[src/design/audio_presence_amp_auto_off_core_defines.svh]
// ============================================================================
// audio presence amp auto-off assertion macros
// Shared concurrent assertion forms, clocked on clk and idle during reset.
// ============================================================================
`ifndef AUDIO_PRESENCE_AMP_AUTO_OFF_CORE_DEFINES_SVH
`define AUDIO_PRESENCE_AMP_AUTO_OFF_CORE_DEFINES_SVH

// same-cycle implication
`define APC_ASSERT_NOW(label, ante, cons, msg) \
    label: assert property (@(posedge clk) disable iff (!rst_n) (ante) |-> (cons)) \
        else $error(msg);

// next-cycle implication
`define APC_ASSERT_NEXT(label, ante, cons, msg) \
    label: assert property (@(posedge clk) disable iff (!rst_n) (ante) |=> (cons)) \
        else $error(msg);

`endif

[src/design/apc_pkg.sv]
// ============================================================================
// apc_pkg
// Types, codes and constants shared by the amplifier auto-off controller.
// ============================================================================
`default_nettype none

package apc_pkg;

    // item opcodes
    typedef enum logic [2:0] {
        OP_SAMPLE = 3'd0,
        OP_TICK   = 3'd1,
        OP_ON     = 3'd2,
        OP_OFF    = 3'd3,
        OP_ARM    = 3'd4
    } op_t;

    // power modes, code 3 takes no mode action
    typedef enum logic [1:0] {
        MODE_ON   = 2'd0,
        MODE_OFF  = 2'd1,
        MODE_AUTO = 2'd2
    } mode_t;

    // register indexes
    localparam logic [1:0] CFG_MODE      = 2'd0;
    localparam logic [1:0] CFG_ALPHA     = 2'd1;
    localparam logic [1:0] CFG_THRESHOLD = 2'd2;
    localparam logic [1:0] CFG_HOLD      = 2'd3;

    // reset values and fixed constants
    localparam logic [15:0]        ALPHA_RESET     = 16'd9830;
    localparam logic signed [15:0] THRESHOLD_RESET = -16'sd15360;
    localparam logic [5:0]         HOLD_RESET      = 6'd15;
    localparam logic signed [15:0] LEVEL_FLOOR     = -16'sd24576;
    localparam logic [9:0]         STEP_MS         = 10'd1000;
    localparam logic [11:0]        SECS_PER_MIN    = 12'd60;
    localparam logic [5:0]         HOLD_MIN        = 6'd1;
    localparam logic [5:0]         HOLD_MAX        = 6'd60;

    typedef struct packed {
        mode_t              mode;
        logic [15:0]        ema_alpha;
        logic signed [15:0] threshold_level;
        logic [11:0]        reload_secs;
    } cfg_t;

    typedef struct packed {
        op_t                op;
        logic signed [15:0] level;
        logic               raw_detect;
    } item_t;

    typedef struct packed {
        logic               amp_on;
        logic [11:0]        seconds_left;
        logic               signal_present;
        logic signed [15:0] smoothed_level;
    } result_t;

endpackage

`default_nettype wire

[src/design/audio_presence_amp_auto_off_core.sv]
// An item is held in the input register, then its result in the result register.
// Throughput: one item per cycle unless out_ready stalls; the state loop is
// combinational through the moving-average multiply, add and threshold compare.
// An input register and a result register decouple the two channels.
// Reset (rst_n low, asynchronous) clears valid flags, config and controller state.
// ============================================================================
// audio_presence_amp_auto_off_core
// Amplifier power controller driven by a smoothed audio level.
// ============================================================================
`default_nettype none

module audio_presence_amp_auto_off_core (
    input  wire logic               clk,
    input  wire logic               rst_n,
    input  wire logic               cfg_we,
    input  wire logic [1:0]         cfg_index,
    input  wire logic [15:0]        cfg_data,
    input  wire logic               in_valid,
    output logic                    in_ready,
    input  wire logic [2:0]         opcode,
    input  wire logic signed [15:0] level,
    input  wire logic               raw_detect,
    output logic                    out_valid,
    input  wire logic               out_ready,
    output logic                    amp_on,
    output logic [11:0]             seconds_left,
    output logic                    signal_present,
    output logic signed [15:0]      smoothed_level
);
    import apc_pkg::*;

    `include "audio_presence_amp_auto_off_core_defines.svh"

    cfg_t               cfg;
    item_t              item;
    result_t            res;
    result_t            result_reg;
    logic [2:0]         opcode_reg;
    logic signed [15:0] level_reg;
    logic               raw_reg;
    logic               in_valid_reg;
    logic               in_valid_next;
    logic               out_valid_reg;
    logic               out_valid_next;
    logic               adv;
    logic signed [15:0] avg_cur;
    logic signed [15:0] ema_avg;

    // handshake control
    assign adv            = in_valid_reg && (!out_valid_reg || out_ready);
    assign in_ready       = !in_valid_reg || adv;
    assign in_valid_next  = (in_valid && in_ready) ? 1'b1 : (adv ? 1'b0 : in_valid_reg);
    assign out_valid_next = adv ? 1'b1 : (out_ready ? 1'b0 : out_valid_reg);

    always_ff @(posedge clk or negedge rst_n)
    begin
        if (!rst_n)
        begin
            in_valid_reg  <= 1'b0;
            out_valid_reg <= 1'b0;
        end
        else
        begin
            in_valid_reg  <= in_valid_next;
            out_valid_reg <= out_valid_next;
        end
    end

    // input item register
    always_ff @(posedge clk)
    begin
        if (in_valid && in_ready)
        begin
            opcode_reg <= opcode;
            level_reg  <= level;
            raw_reg    <= raw_detect;
        end
    end

    assign item.op         = op_t'(opcode_reg);
    assign item.level      = level_reg;
    assign item.raw_detect = raw_reg;

    // configuration registers
    apc_cfg u_cfg (
        .clk       (clk),
        .rst_n     (rst_n),
        .cfg_we    (cfg_we),
        .cfg_index (cfg_index),
        .cfg_data  (cfg_data),
        .cfg       (cfg)
    );

    // moving-average step
    apc_ema u_ema (
        .level   (level_reg),
        .avg     (avg_cur),
        .alpha   (cfg.ema_alpha),
        .avg_new (ema_avg)
    );

    // controller state
    apc_ctrl u_ctrl (
        .clk     (clk),
        .rst_n   (rst_n),
        .adv     (adv),
        .item    (item),
        .cfg     (cfg),
        .ema_avg (ema_avg),
        .avg_cur (avg_cur),
        .res     (res)
    );

    // result register
    always_ff @(posedge clk)
    begin
        if (adv)
            result_reg <= res;
    end

    assign out_valid      = out_valid_reg;
    assign amp_on         = result_reg.amp_on;
    assign seconds_left   = result_reg.seconds_left;
    assign signal_present = result_reg.signal_present;
    assign smoothed_level = result_reg.smoothed_level;

    // checks
    `APC_ASSERT_NEXT(a_in_capture, in_valid && in_ready, in_valid_reg, "accepted item not held")
    `APC_ASSERT_NEXT(a_in_keep, in_valid_reg && !adv, in_valid_reg, "waiting item dropped")
    `APC_ASSERT_NEXT(a_out_load, adv, out_valid_reg, "processed item gave no result")
    `APC_ASSERT_NOW(a_secs_range, out_valid_reg, seconds_left <= 12'd3600, "result hold time out of range")

endmodule

`default_nettype wire

[src/design/apc_cfg.sv]
// ============================================================================
// apc_cfg
// Configuration registers and the derived hold reload in seconds.
// ============================================================================
`default_nettype none

module apc_cfg (
    input  wire logic          clk,
    input  wire logic          rst_n,
    input  wire logic          cfg_we,
    input  wire logic [1:0]    cfg_index,
    input  wire logic [15:0]   cfg_data,
    output apc_pkg::cfg_t      cfg
);
    import apc_pkg::*;

    mode_t              mode_reg;
    logic [15:0]        alpha_reg;
    logic signed [15:0] threshold_reg;
    logic [5:0]         hold_reg;
    logic [5:0]         minutes;

    // register writes
    always_ff @(posedge clk or negedge rst_n)
    begin
        if (!rst_n)
        begin
            mode_reg      <= MODE_ON;
            alpha_reg     <= ALPHA_RESET;
            threshold_reg <= THRESHOLD_RESET;
            hold_reg      <= HOLD_RESET;
        end
        else if (cfg_we)
        begin
            case (cfg_index)
                CFG_MODE:      mode_reg      <= mode_t'(cfg_data[1:0]);
                CFG_ALPHA:     alpha_reg     <= cfg_data;
                CFG_THRESHOLD: threshold_reg <= cfg_data;
                CFG_HOLD:      hold_reg      <= cfg_data[5:0];
                default:       mode_reg      <= mode_reg;
            endcase
        end
    end

    // clamp minutes to 1..60 before scaling
    always_comb
    begin
        minutes = hold_reg;
        if (hold_reg < HOLD_MIN)
            minutes = HOLD_MIN;
        else if (hold_reg > HOLD_MAX)
            minutes = HOLD_MAX;
    end

    assign cfg.mode            = mode_reg;
    assign cfg.ema_alpha       = alpha_reg;
    assign cfg.threshold_level = threshold_reg;
    assign cfg.reload_secs     = 12'(minutes) * SECS_PER_MIN;

endmodule

`default_nettype wire

[src/design/apc_ema.sv]
// ============================================================================
// apc_ema
// One moving-average step: avg + round_half_up((level - avg) * alpha / 2^16).
// ============================================================================
`default_nettype none

module apc_ema (
    input  wire logic signed [15:0] level,
    input  wire logic signed [15:0] avg,
    input  wire logic [15:0]        alpha,
    output logic signed [15:0]      avg_new
);
    logic signed [16:0] diff;
    logic signed [16:0] alpha_s;
    logic signed [33:0] prod;
    logic signed [33:0] rounded;
    logic signed [17:0] step;
    logic signed [17:0] sum;

    // difference and weighted product
    assign diff    = 17'(level) - 17'(avg);
    assign alpha_s = signed'({1'b0, alpha});
    assign prod    = 34'(diff) * 34'(alpha_s);

    // round half up, floor shift keeps the sign
    assign rounded = prod + 34'sd32768;
    assign step    = rounded[33:16];
    assign sum     = 18'(avg) + step;
    assign avg_new = sum[15:0];

endmodule

`default_nettype wire

[src/design/apc_ctrl.sv]
// ============================================================================
// apc_ctrl
// Controller state and its next-state logic for one item.
// ============================================================================
`default_nettype none

module apc_ctrl (
    input  wire logic               clk,
    input  wire logic               rst_n,
    input  wire logic               adv,
    input  wire apc_pkg::item_t     item,
    input  wire apc_pkg::cfg_t      cfg,
    input  wire logic signed [15:0] ema_avg,
    output logic signed [15:0]      avg_cur,
    output apc_pkg::result_t        res
);
    import apc_pkg::*;

    `include "audio_presence_amp_auto_off_core_defines.svh"

    logic signed [15:0] avg_reg;
    logic signed [15:0] avg_next;
    logic               amp_reg;
    logic               amp_next;
    logic [11:0]        hs_reg;
    logic [11:0]        hs_next;
    logic [9:0]         ms_reg;
    logic [9:0]         ms_next;
    logic               run_mode;
    logic               pres;

    // item action, then mode action on sample and tick
    always_comb
    begin
        avg_next = avg_reg;
        amp_next = amp_reg;
        hs_next  = hs_reg;
        ms_next  = ms_reg;
        run_mode = 1'b0;
        case (item.op)
            OP_SAMPLE:
            begin
                avg_next = ema_avg;
                run_mode = 1'b1;
            end
            OP_TICK:
            begin
                if (ms_reg < STEP_MS)
                    ms_next = ms_reg + 10'd1;
                run_mode = 1'b1;
            end
            OP_ON:
            begin
                amp_next = 1'b1;
                if (cfg.mode == MODE_AUTO)
                begin
                    hs_next = cfg.reload_secs;
                    ms_next = '0;
                end
            end
            OP_OFF:
            begin
                amp_next = 1'b0;
                if (cfg.mode == MODE_AUTO)
                    hs_next = '0;
            end
            OP_ARM:
            begin
                if (cfg.mode == MODE_AUTO)
                begin
                    avg_next = item.level;
                    if (item.raw_detect)
                    begin
                        hs_next  = cfg.reload_secs;
                        ms_next  = '0;
                        amp_next = 1'b1;
                    end
                    else
                    begin
                        hs_next  = '0;
                        amp_next = 1'b0;
                    end
                end
            end
            default:
            begin
                run_mode = 1'b0;
            end
        endcase

        pres = (avg_next >= cfg.threshold_level);

        if (run_mode)
        begin
            case (cfg.mode)
                MODE_ON:
                begin
                    amp_next = 1'b1;
                    hs_next  = '0;
                end
                MODE_OFF:
                begin
                    amp_next = 1'b0;
                    hs_next  = '0;
                end
                MODE_AUTO:
                begin
                    if (pres)
                    begin
                        hs_next  = cfg.reload_secs;
                        ms_next  = '0;
                        amp_next = 1'b1;
                    end
                    else if (amp_next && hs_next != 12'd0 && ms_next >= STEP_MS)
                    begin
                        ms_next = '0;
                        hs_next = hs_next - 12'd1;
                        if (hs_next == 12'd0)
                            amp_next = 1'b0;
                    end
                end
                default:
                begin
                    amp_next = amp_next;
                end
            endcase
        end
    end

    // state registers
    always_ff @(posedge clk or negedge rst_n)
    begin
        if (!rst_n)
        begin
            avg_reg <= LEVEL_FLOOR;
            amp_reg <= 1'b0;
            hs_reg  <= '0;
            ms_reg  <= '0;
        end
        else if (adv)
        begin
            avg_reg <= avg_next;
            amp_reg <= amp_next;
            hs_reg  <= hs_next;
            ms_reg  <= ms_next;
        end
    end

    assign avg_cur            = avg_reg;
    assign res.amp_on         = amp_next;
    assign res.seconds_left   = hs_next;
    assign res.signal_present = pres;
    assign res.smoothed_level = avg_next;

    // checks
    `APC_ASSERT_NOW(a_ms_sat, 1'b1, ms_reg <= STEP_MS, "tick counter past saturation")
    `APC_ASSERT_NOW(a_hs_range, 1'b1, hs_reg <= 12'd3600, "hold timer beyond one hour")
    `APC_ASSERT_NEXT(a_present_on,
        adv && item.op == OP_SAMPLE && cfg.mode == MODE_AUTO && pres,
        amp_reg && hs_reg == $past(cfg.reload_secs), "presence did not reload and enable")

endmodule

`default_nettype wire
[config.mk]
export PLATFORM = sky130hd
export DESIGN_NAME = audio_presence_amp_auto_off_core
export DESIGN_NICKNAME = d
export VERILOG_FILES = /design/src/design/apc_pkg.sv /design/src/design/audio_presence_amp_auto_off_core.sv /design/src/design/apc_cfg.sv /design/src/design/apc_ema.sv /design/src/design/apc_ctrl.sv
export VERILOG_INCLUDE_DIRS = /design/src /design/src/design
export SDC_FILE = /design/constraint.sdc
export NUM_CORES = 1
export LEC_CHECK = 0
export ABC_AREA = 0
export BUFFER_PORTS_ARGS = -buffer_cell sky130_fd_sc_hd__buf_2
export CORE_MARGIN = 2
export CORE_UTILIZATION = 50
export DETAILED_ROUTE_END_ITERATION = 12
export PLACE_DENSITY = 0.71
export SETUP_SLACK_MARGIN = 0.2
export SLEW_MARGIN = 20
export SYNTH_ARGS = -nofsm -noshare
export SYNTH_HDL_FRONTEND = slang
export SYNTH_SLANG_ARGS = --single-unit
export TNS_END_PERCENT = 50
[constraint.sdc]
create_clock -name clk -period 27.7 [get_ports clk]
set_input_delay 2.77 -clock clk [delete_from_list [all_inputs] [get_ports clk]]
set_output_delay 2.77 -clock clk [all_outputs]
set_load 0.02 [all_outputs]
# --- Yosys cells after proc, flatten, opt, wreduce, memory -nomap -nowiden ---
# Index checks and enable logic that the tools add are counted.
word_totals:
  regBits: 131
  in_bits: 43
  output_inout_bits: 32
  word_cells: 94
op_classes:
  add_sub_neg: 5
  mux: 35
  n_eq_ne: 9
  n_mul: 2
  order_cmp: 5
  n_reduce_logical: 21
op_table:
  columns: ["op", "n"]
  rows:
  - ["$mux 12", 7]
  - ["$mux 10", 8]
  - ["$pmux 12 s3", 1]
  - ["$add 32x17->32 const B", 1]
  - ["$mul 17x17->32", 1]
  - ["$pmux 16 s2", 1]
  - ["$pmux 10 s3", 1]
  - ["$pmux 12 s2", 1]
  - ["$sub 16x16->17", 1]
  - ["$add 16x16->16", 1]
  - ["$ge 16x16->1", 1]
  - ["$mux 16", 1]
  - ["$logic_not 12->1", 1]
  - ["$mux 6", 2]
  - ["$reduce_bool 12->1", 1]
  - ["$sub 12x1->12 const B", 1]
  - ["$mux 1", 11]
  - ["$add 10x1->10 const B", 1]
  - ["$ge 10x10->1 const B", 1]
  - ["$lt 10x10->1 const B", 1]
  - ["$mul 6x4->10 const B", 1]
  - ["$reduce_and 2->1", 4]
  - ["$eq 2x2->1 const B", 3]
  - ["$eq 3x2->1 const B", 2]
  - ["13 further kinds", 23]

# --- Logic depth before layout (Yosys ltp) ---
logic_depth:
  depth_word: 14
  ltp_mapped: 56
  mapped_depth_nobuf: 55

# --- Hierarchy ---
# A second synthesis with hierarchy kept.
hier_totals:
  cells_unflattened: 2003
  hier_area_um2: 19175.9
by_module_without_submodules:
  columns: ["module", "cells_per_inst", "instances", "seq_area_each_um2", "area_per_inst_um2"]
  rows:
  - ["apc_ema", 1278, 1, 0.0, 11275.8]
  - ["apc_ctrl", 514, 1, 978.4, 4125.2]
  - ["apc_cfg", 153, 1, 1018.5, 2169.6]
  - ["audio_presence_amp_auto_off_core", 58, 1, 1551.5, 1605.3]

# --- Worst setup path before layout ---
# OpenSTA, ideal clock, no wires.
synth_timing:
  path_type: "register to register"
  from: "register u_ctrl.avg_reg[1], in the netlist u_ctrl.avg_cur[1]"
  to: "register u_ctrl.hs_reg[10]"
  synth_period_minus_slack_ns: 11.682
  slack_ns: 16.018
  t_required_ns: 27.575
  arrival_ns: 11.558
  stages_incl_launch_ff: 49
  setup_time_ns: 0.125
  path_buffers: 2
  cell_sequence: "dfrtp_1 > inv_1 > ha_1 > nor2b_1 > o21ai_0 > a21boi_0 > o21ai_0 > a211oi_1 > o31ai_1 > xnor2_1 > clkbuf_1 > nand2_1 > fa_1 > fa_1 > inv_1 > fa_1 > fa_1 > fa_1 > (+13 left out) > a21oi_1 > xnor2_1 > ha_1 > or4_1 > a311oi_1 > xnor3_1 > xor2_1 > a21oi_1 > ha_1 > nand2_1 > or3_1 > a211oi_1 > o21ai_1 > clkbuf_1 > o31a_1 > o21ai_0 > nand2_1 > mux2_2"
synth_rtl:
  columns: ["item", "line_no", "rtl"]
  rows:
  - ["start: declaration", "apc_ctrl.sv:21", "logic signed [15:0] avg_reg;"]
  - ["start signal: assignment", "apc_ctrl.sv:142", "avg_reg <= avg_next;"]
  - ["end signal: assignment", "apc_ctrl.sv:144", "hs_reg <= hs_next;"]
  - ["end: declaration", "apc_ctrl.sv:25", "logic [11:0] hs_reg;"]

==> impl_metrics.csv <==
group,metric,value,unit
global_route,track_usage,25.2,%
routing,drc_errors,0,
floorplanning,start_util,50.8,%
clock_tree,clk_pin_slew,0.06,ns
run,maxCapViolCount,0,
placement,postPlaceCellArea,0.0195,mm²
logic_synthesis,syn_inst,1964,
sta,holdWs,0.512,ns
logic_synthesis,synth_edf_count,50,
logic_synthesis,synth_top_area_share,29.8,%
logic_synthesis,ys_top_cells_by_area,"fa_1 (30%), ha_1 (11%), dfrtp_1 (8.7%)",
global_route,first_global_vias,14675,
sta,fin_tns_setup,0,ns
global_route,gr-total-overflow,0,
logic_synthesis,synth_area,0.0186,mm²
sta,period_share,48.5,%
logic_synthesis,ys_seq_elements,131,
setup_path,cp-start-kind,"flop",
routing,ant_nets,0,
logic_synthesis,synth.avg_cell_area,9.49,µm²
global_route,grt_antenna_before_repair,2,
final_layout,multi_input_area,0.0133,mm²
final_layout,finalInstanceArea,0.0201,mm²
floorplanning,die_w,197,µm
setup_path,max_stage_delay,0.83,ns
setup_path,worst_ep_arrival_time,13.74,ns
final_layout,regArea,0.00355,mm²
clock_tree,htree_levels,4,
final_layout,syn2layout_area_growth,7.68,%
sta,hold_viol_final,0,
logic_synthesis,synth_ff_type,"dfrtp_1",
routing,avgRoutedWirePerCell,18.6,µm
logic_synthesis,async_reset_ff_share,61.8,%
setup_path,worst_ep_required_time,28.01,ns
sta,relSlewSlack,25.7,%
clock_tree,postCtsHoldBufs,0,
logic_synthesis,yosys_warnings,0,
routing,drt_wl_total,46300,µm
placement,dp_hpwl,36200,µm
min_path,hold_class,"reg -> reg",
routing,first_iter_violations,994,
logic_synthesis,synth_nets,2441,
clock_tree,ctsResizeCount,0,
setup_path,path_delay_family,"compound AO/OA/AOI/OAI gates",
setup_path,endpoint_kind,"flop",
floorplanning,dieHeight,197,µm
final_layout,num-nets-final,2476,
sta,final_max_slew_viol_count,0,
global_route,grt_pass1_wl,76700,µm
clock_tree,cts_setup_buffers,0,
sta,period_needed,13.43,ns
clock_tree,cts_buffers,17,
clock_tree,cts_tree,"yes",
sta,fmax,0.0745,GHz
routing,via_per_inst,5.61,
floorplanning,rows,70,
routing,dr.pass1.iters,6,
setup_path,cp_num_buf_inv,7,
clock_tree,clockBufferDepth,2,
placement,routabilityCongestion,0.944,
sta,clock-skew-final,0.0123,ns
floorplanning,core,0.0367,mm²
setup_path,crit_slowest_cell,"o21ai_2",
sta,worst_slew_pin_slew,1.11,ns
final_layout,nFillCells,3181,
routing,route.vias.total,13920,
clock_tree,clock_sinks,131,
logic_synthesis,synth_cell_type_count,86,
clock_tree,insertion_delay,0.43,ns
logic_synthesis,seq_area_frac_synth,19.0,%
floorplanning,io_pins,75,
outcome,outcome,"finished, final reports clean",
clock_tree,cts-root-buf,"clkbuf_16",
setup_path,path_class,"reg -> reg",
final_layout,drive_gt1_share,10.6,%
setup_path,cp_max_fo,24,
logic_synthesis,synth_area_leader_cell,"fa_1",
floorplanning,die_area,0.0388,mm²
sta,rsz0062_at_grt,"no",
placement,io_buffers,74,
sta,finalSetupViolCount,0,
global_route,grt_max_degree,68,
## cell families after synthesis
kind of cell | Yosys count | synth area share (%)
simple gates | 524 | 14.6
mux | 57 | 3.42
fa+ha+maj | 434 | 40.3
buf+inv | 478 | 9.73
compound gates | 278 | 9.92
xor+xnor | 62 | 2.99
flops | 131 | 19.0
## Yosys cell counts (10+ instances only)
| library cell | n |
|---|---|
| mux2_2 | 52 |
| xor2_1 | 16 |
| nor3_1 | 18 |
| o21a_1 | 13 |
| nor2_1 | 58 |
| a21oi_1 | 51 |
| a31oi_1 | 20 |
| edfxtp_1 | 50 |
| xnor2_1 | 45 |
| nand2_1 | 175 |
| nand3_1 | 23 |
| a22oi_1 | 17 |
| dfstp_2 | 16 |
| nand2b_1 | 20 |
| o22ai_1 | 20 |
| a21o_1 | 21 |
| dfrtp_1 | 65 |
| o21ai_0 | 56 |
| o21ai_1 | 10 |
| and2_1 | 146 |
| ha_1 | 157 |
| clkbuf_1 | 66 |
| inv_1 | 406 |
| nor2b_1 | 30 |
| fa_1 | 277 |
## metal layers
metal | share of wire (%) | wire length, µm | vias to the layer above | global-route usage [%]
li1 | - | - | 6335 | -
met5 | 0 | 0 | - | 0
met1 | 44 | 20300 | 7038 | 34.9
met2 | 48 | 22000 | 472 | 42.1
met4 | 2.4 | 1120 | 0 | 6.10
met3 | 6.3 | 2900 | 75 | 3.47
## cell type report
| type | count | area share (%) |
|---|---|---|
| multi-input cells | 1355 | 66.4 |
| flip-flops and latches | 131 | 17.7 |
| inverters | 406 | 7.59 |
| well taps | 468 | 2.92 |
| repair buffers | 88 | 2.38 |
| clock buffers | 17 | 2.12 |
| clock inverters | 15 | 0.916 |
| diodes | 2 | 0.0249 |
## cell usage in the layout, fill, tap and decap left out, drive strengths merged, types with 10 or more instances in the layout
master  instances
xor2           16
o22ai          20
ha            157
nand2         176
a22o           10
fa            277
mux2           54
dfstp          16
xnor2          45
inv           416
dfrtp          65
nand3          24
nand2b         20
nor2           59
a21oi          52
and2          146
buf            88
o21a           13
clkbuf         17
a31oi          20
a22oi          17
o21ai          66
nor3           20
a21o           21
nor2b          30
edfxtp         50
## worst reg2reg max path: cells and delay by family (launching register included)
| kind | cells | cell delay (ns) |
|---|---|---|
| multiplexers | 1 | 0.30 |
| buffers and inverters | 7 | 0.63 |
| adder cells (fa/ha/maj) | 10 | 4.21 |
| AO/OA/AOI/OAI | 22 | 5.26 |
| AND/OR/NAND/NOR | 8 | 1.45 |
| flip-flops | 1 | 0.47 |
| XOR/XNOR | 4 | 1.01 |
## through the flow
stage                     util [%]  setup slack [ns]  cells
after floorplan                  -             16.02   1964
after global placement        53.0             14.70   2448
after detailed placement      53.0             14.41   2448
after CTS                     54.7             14.34   2480
after global routing          54.7             13.32   2482
final                         54.7             14.27   2482
## path summary, 6_finish.rpt
| kind | start | end | slack (ns) | cells after the start |
|---|---|---|---|---|
| max in group asynchronous | rst_n | u_cfg.alpha_reg[12]$_DFFE_PN0P_ | 24.38 | 2 |
| setup reg to reg | u_ctrl.avg_cur[1]$_DFFE_PN0P_ | u_ctrl.hs_reg[5]$_DFFE_PN0P_ | 14.27 | 52 |
| min in group asynchronous | rst_n | u_ctrl.hs_reg[7]$_DFFE_PN0P_ | 2.31 | 1 |
| hold reg to reg | in_valid_reg$_DFFE_PN0P_ | out_valid$_DFFE_PN0P_ | 0.51 | 1 |
| hold / removal | in_valid_reg$_DFFE_PN0P_ | out_valid$_DFFE_PN0P_ | 0.51 | 1 |
| setup / recovery | u_ctrl.avg_cur[1]$_DFFE_PN0P_ | u_ctrl.hs_reg[5]$_DFFE_PN0P_ | 14.27 | 52 |
Power is left out: the tool's default activity adds up to more than one toggle a clock period on the data nets, which glitch-free logic cannot reach.
